**src/sv/rpoc_pkg.sv**
```systemverilog
// Shared types and constants for the room placement overlap checker.
package rpoc_pkg;

  // Table size and widths.
  localparam int unsigned MAX_ROOMS = 64;
  localparam int unsigned ROOM_AW = $clog2(MAX_ROOMS);
  localparam int unsigned COUNT_W = $clog2(MAX_ROOMS + 1);

  // Grid and try budget.
  localparam int unsigned GRID_MAX = 1024;
  localparam int unsigned GRID_W = 11;
  localparam int unsigned TRIES_PER_ROOM = 10000;
  localparam int unsigned TRIES_W = 20;
  localparam logic [TRIES_W-1:0] TRIES_RESET = TRIES_W'(MAX_ROOMS * TRIES_PER_ROOM);

  // Configuration port.
  localparam int unsigned CFG_IDX_W = 2;
  localparam int unsigned CFG_DATA_W = 11;
  localparam int unsigned LIMIT_W = 7;
  localparam logic [CFG_IDX_W-1:0] CFG_GRID_WIDTH = 2'd0;
  localparam logic [CFG_IDX_W-1:0] CFG_GRID_HEIGHT = 2'd1;
  localparam logic [CFG_IDX_W-1:0] CFG_ROOM_LIMIT = 2'd2;

  // Command codes.
  localparam logic CMD_RESTART = 1'b0;
  localparam logic CMD_OFFER = 1'b1;

  // One stored room: left column, top row, width and height.
  typedef struct packed {
    logic [9:0] x;
    logic [9:0] y;
    logic [4:0] w;
    logic [4:0] h;
  } room_t;

  // Input word.
  typedef struct packed {
    logic       command;
    logic [9:0] cand_x;
    logic [9:0] cand_y;
    logic [4:0] cand_width;
    logic [4:0] cand_height;
  } cand_item_t;

  // Result word.
  typedef struct packed {
    logic               accepted;
    logic [ROOM_AW-1:0] room_index;
    logic [COUNT_W-1:0] rooms_placed;
    logic               finished;
  } place_result_t;

  // Access request from the sequencer to the room table.
  typedef struct packed {
    logic               we;
    logic [ROOM_AW-1:0] waddr;
    room_t              wdata;
    logic               re;
    logic [ROOM_AW-1:0] raddr;
  } mem_req_t;

endpackage

```
**src/sv/rpoc_overlap.sv**
```systemverilog
// Proximity test of a candidate against one stored room on both axes.
module rpoc_overlap (
  input  rpoc_pkg::room_t cand_i,
  input  rpoc_pkg::room_t room_i,
  output logic            near_o
);
  import rpoc_pkg::*;

  // One span widened by a cell on each side overlaps the other when the hull of
  // the raw spans is no longer than the sum of the raw widths.
  function automatic logic span_near(input logic [9:0] a, input logic [4:0] wa,
                                     input logic [9:0] b, input logic [4:0] wb);
    logic [10:0] ea;
    logic [10:0] eb;
    logic [10:0] hi;
    logic [10:0] lo;
    logic [10:0] hull;
    logic [5:0]  sum;
    ea = {1'b0, a} + {6'd0, wa};
    eb = {1'b0, b} + {6'd0, wb};
    hi = (ea > eb) ? ea : eb;
    lo = (a < b) ? {1'b0, a} : {1'b0, b};
    hull = hi - lo;
    sum = {1'b0, wa} + {1'b0, wb};
    return hull <= {5'd0, sum};
  endfunction

  assign near_o = span_near(cand_i.x, cand_i.w, room_i.x, room_i.w) &&
                  span_near(cand_i.y, cand_i.h, room_i.y, room_i.h);

endmodule

```
**config.mk**
```make
export PLATFORM = sky130hd
export DESIGN_NAME = rpoc_overlap
export DESIGN_NICKNAME = d
export VERILOG_FILES = /design/src/sv/rpoc_pkg.sv /design/src/sv/rpoc_overlap.sv
export SDC_FILE = /design/constraint.sdc
export NUM_CORES = 1
export LEC_CHECK = 0
export BUFFER_PORTS_ARGS = -buffer_cell sky130_fd_sc_hd__clkbuf_2
export CAP_MARGIN = 5
export CORE_ASPECT_RATIO = 1.1
export CORE_MARGIN = 8
export CORE_UTILIZATION = 55
export DETAILED_ROUTE_END_ITERATION = 16
export GPL_ROUTABILITY_DRIVEN = 0
export PLACE_DENSITY_LB_ADDON = 0.25
export SYNTH_ARGS = -nofsm -noshare
export SYNTH_HDL_FRONTEND = slang
export SYNTH_SLANG_ARGS = --single-unit
```
**constraint.sdc**
```tcl
create_clock -name vclk -period 6.29
set_input_delay 0.3145 -clock vclk [all_inputs]
set_output_delay 0.3145 -clock vclk [all_outputs]
set_load 0.02 [all_outputs]
```
==> impl.org, run 1 <==
** Run status
- The run finished, with violations left.
- The checks that failed: negative setup slack.

** Routing
- In the final routed layout, each cell accounts on average for 15.5 um.
- After detailed routing, the number of remaining DRC violations is 0.
- Once detail routing completed, the nets flagged for antenna violations numbered 0.
- In the routed layout, each cell is associated on average with a via count of 5.76.
- First drt pass iteration count :: 4
- Total Routed Length :: 10.6 mm
- Count of vias placed by the detailed router :: 3,950
- DRC marker count from the first detailed-route iteration :: 183

** Timing
- RSZ-0062 raised after global routing :: yes
- Setup violations remaining at the end of the flow were counted as 1.
- The worst path in the final design needs a cycle of 6.40 ns, including I/O delays and setup.
- For the pin with the worst max-slew slack, the measured transition is 0.483 ns.
- Once routing completed, OpenROAD measured the worst setup slack at -0.108 ns.
- In the finished design, the share of the clock period the worst path needs comes to 1.02.
- Highest clock rate :: 156 MHz
- The hold violation total from the final report was 0.
- The final count of pins violating max slew is 0.
- Headroom to the max-slew limit came out at 0.678.

** Critical path
- At the worst endpoint, the arrival time is 6.08 ns.
- Kind of critical path :: input port to primary output
- Endpoint kind of the worst setup timing path :: primary output
- The largest single stage delay on the critical path is 0.56 ns.
- Largest fanout on the critical path :: 4
- Data required time of the critical path :: 5.98 ns
- STA classifies the critical path startpoint as an input port.
- Slowest-stage cell, CP :: sky130_fd_sc_hd__or4_4

** Power
- For this design the static power due to leakage is 2.69 nW.
- Overall power of the completed layout :: 1.06 mW
- In this run the power density over the cells is 210 nW/um^2.
- IR analysis of the VDD net gives a maximum drop of 0.141 mV.

** Cells and area
- Util after Layout :: 0.760
- Layout cell share with drive strength beyond 1 :: 0.311
- After layout, the clock buffer instance count stands at 0.
- The sequential cells in the finished layout cover a total of 0 sq um.
- Count of sequential standard cells :: 0
- In the final layout, the multi-input gates occupy 3850 sq um.
- Fill cells in the final layout number 489.
- Once layout is done, the placed cells without fillers occupy 5040 sq um.
- Commonest non-fill, non-tap cells in the layout :: sky130_fd_sc_hd__ha_1 (93), sky130_fd_sc_hd__buf_4 (73), sky130_fd_sc_hd__clkbuf_2 (57)
- Area Growth Syn to Fin :: 33.6%
- Leaving out fill and tap cells, the most frequent cell in the layout is sky130_fd_sc_hd__ha_1.
- At the end of the flow, the number of nets in the layout was 776.
- Antenna Diode Count :: 0

** Place
- Post-DP HPWL :: 8.72 mm
- Post-detailed-placement cell area :: 4640 sq um
- Input and output buffers added on the ports amount to 61.

** Yosys
- Number of distinct library cells after synthesis :: 46
- Dividing the synthesized area by the synthesized cell count gives 7.98 sq um.
- The cell count after synthesis came out at 473.
- For this run, the number of Yosys warnings is 0.
- Cell Area, Synth :: 3770 sq um
- For this run, the register share of the synthesized area comes to 0.
- Number of nets in the synthesized netlist :: 643

** Floorplan
- In this run the core area contains 31 standard-cell rows.
- Die outline area :: 9770 sq um
- Horizontal die dimension :: 95.0 um
- Die Y :: 103 um
- Core outline area :: 6630 sq um
- 61 I/O pins were placed.
- The initial utilization of the core area, before any placement, comes to 0.569.

** Global routing
- Total congestion overflow :: 0
- For this run, the total global-route usage over all layers was measured as 0.211.
- Maximum number of pins on one net before global-route repair :: 12
- Wire length of the first global-routing pass :: 17.5 mm
- Vias in the first global route :: 4,084
- The number of antenna violations at the first check in global routing is 0.

** Clocking
- Post-CTS Hold Fix Bufs :: 0

** Hold path
- The worst hold path belongs to the class input port to primary output.

** Run
- Across the run, the number of max-cap violations was 0.
-- synthesized netlist by cell type (all sizes together) --
master	instances	area [sq um]
nand2	21	78.8
a21oi	40	200
a22o	1	8.76
o31ai	2	15.0
o22ai	1	6.26
clkbuf	2	7.51
nor2b	5	31.3
o211a	1	10.0
o31a	1	8.76
a221oi	1	8.76
inv	52	195
a21o	28	210
o221ai	1	8.76
nand3b	2	15.0
nor3	6	30.0
a41oi	2	17.5
or2	1	6.26
xor2	12	105
mux2	3	33.8
or4	1	7.51
nor2	21	78.8
and3	6	37.5
o21bai	8	60.1
nand4	9	56.3
nor4	2	18.8
o41ai	2	25.0
ha	102	1280
nand3	5	25.0
a31oi	2	12.5
a2111oi	3	32.5
o2111ai	4	35.0
a211o	2	17.5
mux2i	33	330
o211ai	1	7.51
xnor2	39	342
fa	8	160
nand2b	7	43.8
o21a	6	45.0
a211oi	5	37.5
o21ai	22	110
buf	2	10.0
nor3b	1	7.51
-- worst max-delay path: cells and delay by family --
| kind | cells | cell delay (ns) |
|---|---|---|
| XOR/XNOR | 2 | 0.30 |
| AND/OR/NAND/NOR | 7 | 1.28 |
| multiplexers | 1 | 0.24 |
| buffers and inverters | 6 | 0.70 |
| AO/OA/AOI/OAI | 8 | 1.57 |
| adder cells (fa/ha/maj) | 6 | 1.67 |
-- final cells by class --
| class | count | area share |
|---|---|---|
| timing repair buffer | 135 | 0.178 |
| multi-input combinational | 417 | 0.763 |
| tap | 82 | 0.0204 |
| inverter | 52 | 0.0387 |
-- layer usage --
| metal | GRT usage | vias to the layer above | routed length (um) |
|---|---|---|---|
| li1 | - | 2002 | - |
| met3 | 0.00801 | 18 | 399 |
| met4 | 0.0240 | 0 | 146 |
| met1 | 0.266 | 1851 | 4700 |
| met5 | 0 | - | 0 |
| met2 | 0.396 | 79 | 5350 |
-- kinds of logic after synthesis --
logic type      Yosys count  synth area share
xor+xnor                 51             0.118
mux                      36            0.0965
compound gates          133             0.232
simple gates             87             0.116
buf+inv                  56            0.0564
fa+ha+maj               110             0.381
-- stage by stage --
step | cells | setup WS, ns | hold slack [ns] | setup TNS (ns)
floorplan | 473 | 0.0419 | 1.06 | 0
global placement | 673 | -0.376 | 1.38 | -0.376
detailed placement | 673 | -0.519 | 1.39 | -0.519
CTS | 684 | 0.00445 | 1.39 | 0
global route | 686 | -0.402 | 1.48 | -0.402
finish | 686 | -0.108 | 1.43 | -0.108
-- repair_timing --
item                                    CTS  global route
buffers inserted                         11             3
pin swaps                                23            27
endpoints found under the setup margin    1             1
resized for setup                        34            32
-- path summary, 6_finish.rpt --
kind	startpoint	cells past startpoint	end
min	room_i[28]	6	near_o
max	cand_i[10]	30	near_o
-- report_power, final --
part / internal (mW) / switching, mW / total, mW
clock: 0 / 0 / 0
sequential: 0 / 0 / 0
combinational: 0.527 / 0.532 / 1.06
No activity file was read; power rests on OpenSTA's default activity.
==> inputs of run 2 (changes only) <==
==> constraint.sdc (replaced) <==
create_clock -name vclk -period 6.29
set_input_delay 0.3145 -clock vclk [all_inputs]
set_output_delay 0.3145 -clock vclk [all_outputs]
set_load 0.1 [all_outputs]
==> run 2 against run 1 <==
The run still ends with negative setup slack left. Flip-flop and latch count unchanged. Highest routed layer unchanged. Maximum frequency increased by 1.3%. Largest cell class unchanged. Cell count decreased by 3.1%. Worst hold slack got worse by 0.021 ns. First-iteration DRC count decreased by 57%. Largest power group unchanged.
==> impl.org, run 2 (same netlist as run 1, synthesis figures left out) <==
** Run status
- The checks that failed: negative setup slack.
- Outcome :: finished, violations left

** Cells and area
- The number of flip-flops and latches is 0 (unchanged).
- The count of nets after finishing came to 755 (-2.7%).
- Layout cell share with drive strength beyond 1 :: 0.264 (-0.0471)
- Filler cell count in the final layout :: 514 (+5.1%)
- Util after Layout :: 0.721 (-0.0391)
- The area growth from synthesis to layout is 26.7%.
- The clock tree buffer count of the final layout is 0 (unchanged).
- Area taken by multi-input logic gates :: 3740 sq um (-2.7%)
- Cell Count, Final, Fillers Out :: 665 (-3.1%)
- Most common cell after layout, fill and taps aside :: sky130_fd_sc_hd__ha_1
- The area used by sequential logic in the layout was 0 sq um (unchanged).
- The top cell types in the final layout, fill and taps aside, are sky130_fd_sc_hd__ha_1 (99), sky130_fd_sc_hd__clkbuf_2 (58), sky130_fd_sc_hd__inv_1 (52), sky130_fd_sc_hd__buf_4 (52), sky130_fd_sc_hd__xnor2_1 (36).
- Antenna Diode Count :: 0 (unchanged)

** Timing
- The final setup slack of the worst path is -0.0239 ns (+0.0838 ns).
- Highest clock rate :: 158 MHz (+1.3%)
- Max-slew violation count :: 0 (unchanged)
- The worst-margin pin slew was 0.749 ns (+0.265 ns).
- The hold violation total from the final report was 0 (unchanged).
- Hold Slack :: 1.41 ns (-0.0206 ns)
- The post-layout minimum cycle time was 6.31 ns (-0.0838 ns).
- RSZ-0062 raised after global routing :: yes
- The fraction of the cycle the final worst path needs was 1.00 (-0.0133).
- Rel. slew slack :: 0.501 (-0.177)
- The final setup violation count came to 1 (unchanged).

** Run
- The total of max-cap violations was 0 (unchanged).

** Global routing
- Total congestion overflow :: 0 (unchanged)
- The global-route usage over all layers came to 0.207 (-0.00409).
- The largest net degree at the start of global routing came to 12 (unchanged).
- Vias in the first global route :: 4,147 (+1.5%)
- The number of antenna violations at the first check in global routing was 0 (unchanged).
- The first-pass GRT wire length came to 17.0 mm (-3.2%).

** Critical path
- The largest driver fanout on the critical path was 4 (unchanged).
- STA classifies the critical path endpoint as a primary output.
- Cell family with the largest share of critical-path delay :: compound AO/OA/AOI/OAI gates
- Startpoint type of the worst setup path :: input port
- The count of buffering cells on the critical path with inverters included is 5 (-1).
- Data required time of the critical path :: 5.98 ns (about the same)
- The critical path's largest stage delay was 0.46 ns (-0.10 ns).
- The data arrival time of the worst path was 6.00 ns (-0.08 ns).
- The worst setup path is of the input port to primary output kind.
- Slowest-stage cell, CP :: sky130_fd_sc_hd__or4_4

** Clocking
- Post-CTS Hold Fix Bufs :: 0 (unchanged)

** Floorplan
- Initial Utilization :: 0.569 (unchanged)
- The total number of placement rows is 31 (unchanged).
- Die Y :: 103 um (unchanged)
- Die outline area :: 9770 sq um (unchanged)
- The number of ports placed on the die boundary is 61 (unchanged).
- Horizontal die dimension :: 95.0 um (unchanged)
- The core area is 6630 sq um (unchanged).

** Place
- Post-Place Cells :: 655 (-2.7%)
- Post-DP HPWL :: 8.84 mm (+1.4%)
- Port Buffer Count :: 61 (unchanged)

** Power
- Total power divided by cell area :: 206 nW/um^2 (-2.1%)
- Leakage power :: 2.58 nW (-4.0%)
- Peak ir drop on the vdd network :: 0.103 mV (-27%)
- The total power draw is 0.983 mW (-7.2%).

** Hold path
- In this run the most critical hold path is launched from cand_i[29].
- Hold Path End :: near_o
- Classification of the worst-slack hold path :: input port to primary output
- The number of cells traversed by the worst hold path is 6 (unchanged).

** Routing
- First drt pass iteration count :: 4 (unchanged)
- DRC viols :: 0 (unchanged)
- Detail Route Antenna Nets :: 0 (unchanged)
- Count of vias placed by the detailed router :: 3,887 (-1.6%)
- Average vias per placed instance :: 5.85 (+1.5%)
- Total Routed Length :: 10.1 mm (-4.6%)
- The final routed wire length divided by cell count is 15.2 um (-1.6%).
- DRC marker count from the first detailed-route iteration :: 79 (-57%)
-- run 2: cell count changes in the layout (fill, tap and decap cells not counted), sizes merged --
cell / previous run / this run
clkbuf: 58 / 60
buf: 77 / 54
-- run 2: worst min-delay path, cell delays in order --
cell and delay, ns:
sky130_fd_sc_hd__clkbuf_2 0.12, sky130_fd_sc_hd__nand3_1 0.10, sky130_fd_sc_hd__mux2i_1 0.09, sky130_fd_sc_hd__xor2_1 0.23, sky130_fd_sc_hd__nor4_4 0.08, sky130_fd_sc_hd__buf_12 0.15
-- run 2: repair_timing --
item,in CTS,in global routing
pin swaps,19,1
endpoints found under the setup margin,1,1
buffers inserted,10,0
resized for setup,25,2
-- run 2: layout make-up --
type / count / share of cell area
inverters: 52 / 0.0408
repair buffers: 114 / 0.155
well taps: 82 / 0.0215
multi-input cells: 417 / 0.783
-- run 2: routing by layer --
layer  vias to the layer above  wire length (um)  GRT usage
met5                         -                 0          0
met1                      1802              4120      0.218
met2                        96              5220      0.411
met3                        34               355     0.0124
met4                         0               415     0.0853
li1                       1955                 -          -
-- run 2: through the flow --
stage,setup TNS [ns],cell area [sq um],setup WS [ns]
finish,-0.0239,4780,-0.0239
global route,-0.388,4780,-0.388
CTS,-0.0318,4770,-0.0318
detailed placement,-0.355,4570,-0.355
global placement,-0.258,4570,-0.258
floorplan,-0.422,3860,-0.422
-- run 2: how the worst max path moves through the flow --
| stage | start | endpoint | slack [ns] | depth (start not counted) |
|---|---|---|---|---|
| 2_1_floorplan | cand_i[0] | near_o | -0.42 | 28 |
| 6_report | room_i[6] | near_o | -0.02 | 32 |
| 3_3_place_gp | room_i[5] | near_o | -0.26 | 30 |
| 3_5_place_dp | room_i[5] | near_o | -0.36 | 30 |
| 4_1_cts | room_i[6] | near_o | -0.03 | 32 |
| 5_1_grt | cand_i[1] | near_o | -0.39 | 30 |
-- run 2: where the power goes --
| part | leakage, nW | internal (mW) | switching, mW |
|---|---|---|---|
| sequential | 0 | 0 | 0 |
| combinational | 2.58 | 0.487 | 0.495 |
| clock | 0 | 0 | 0 |
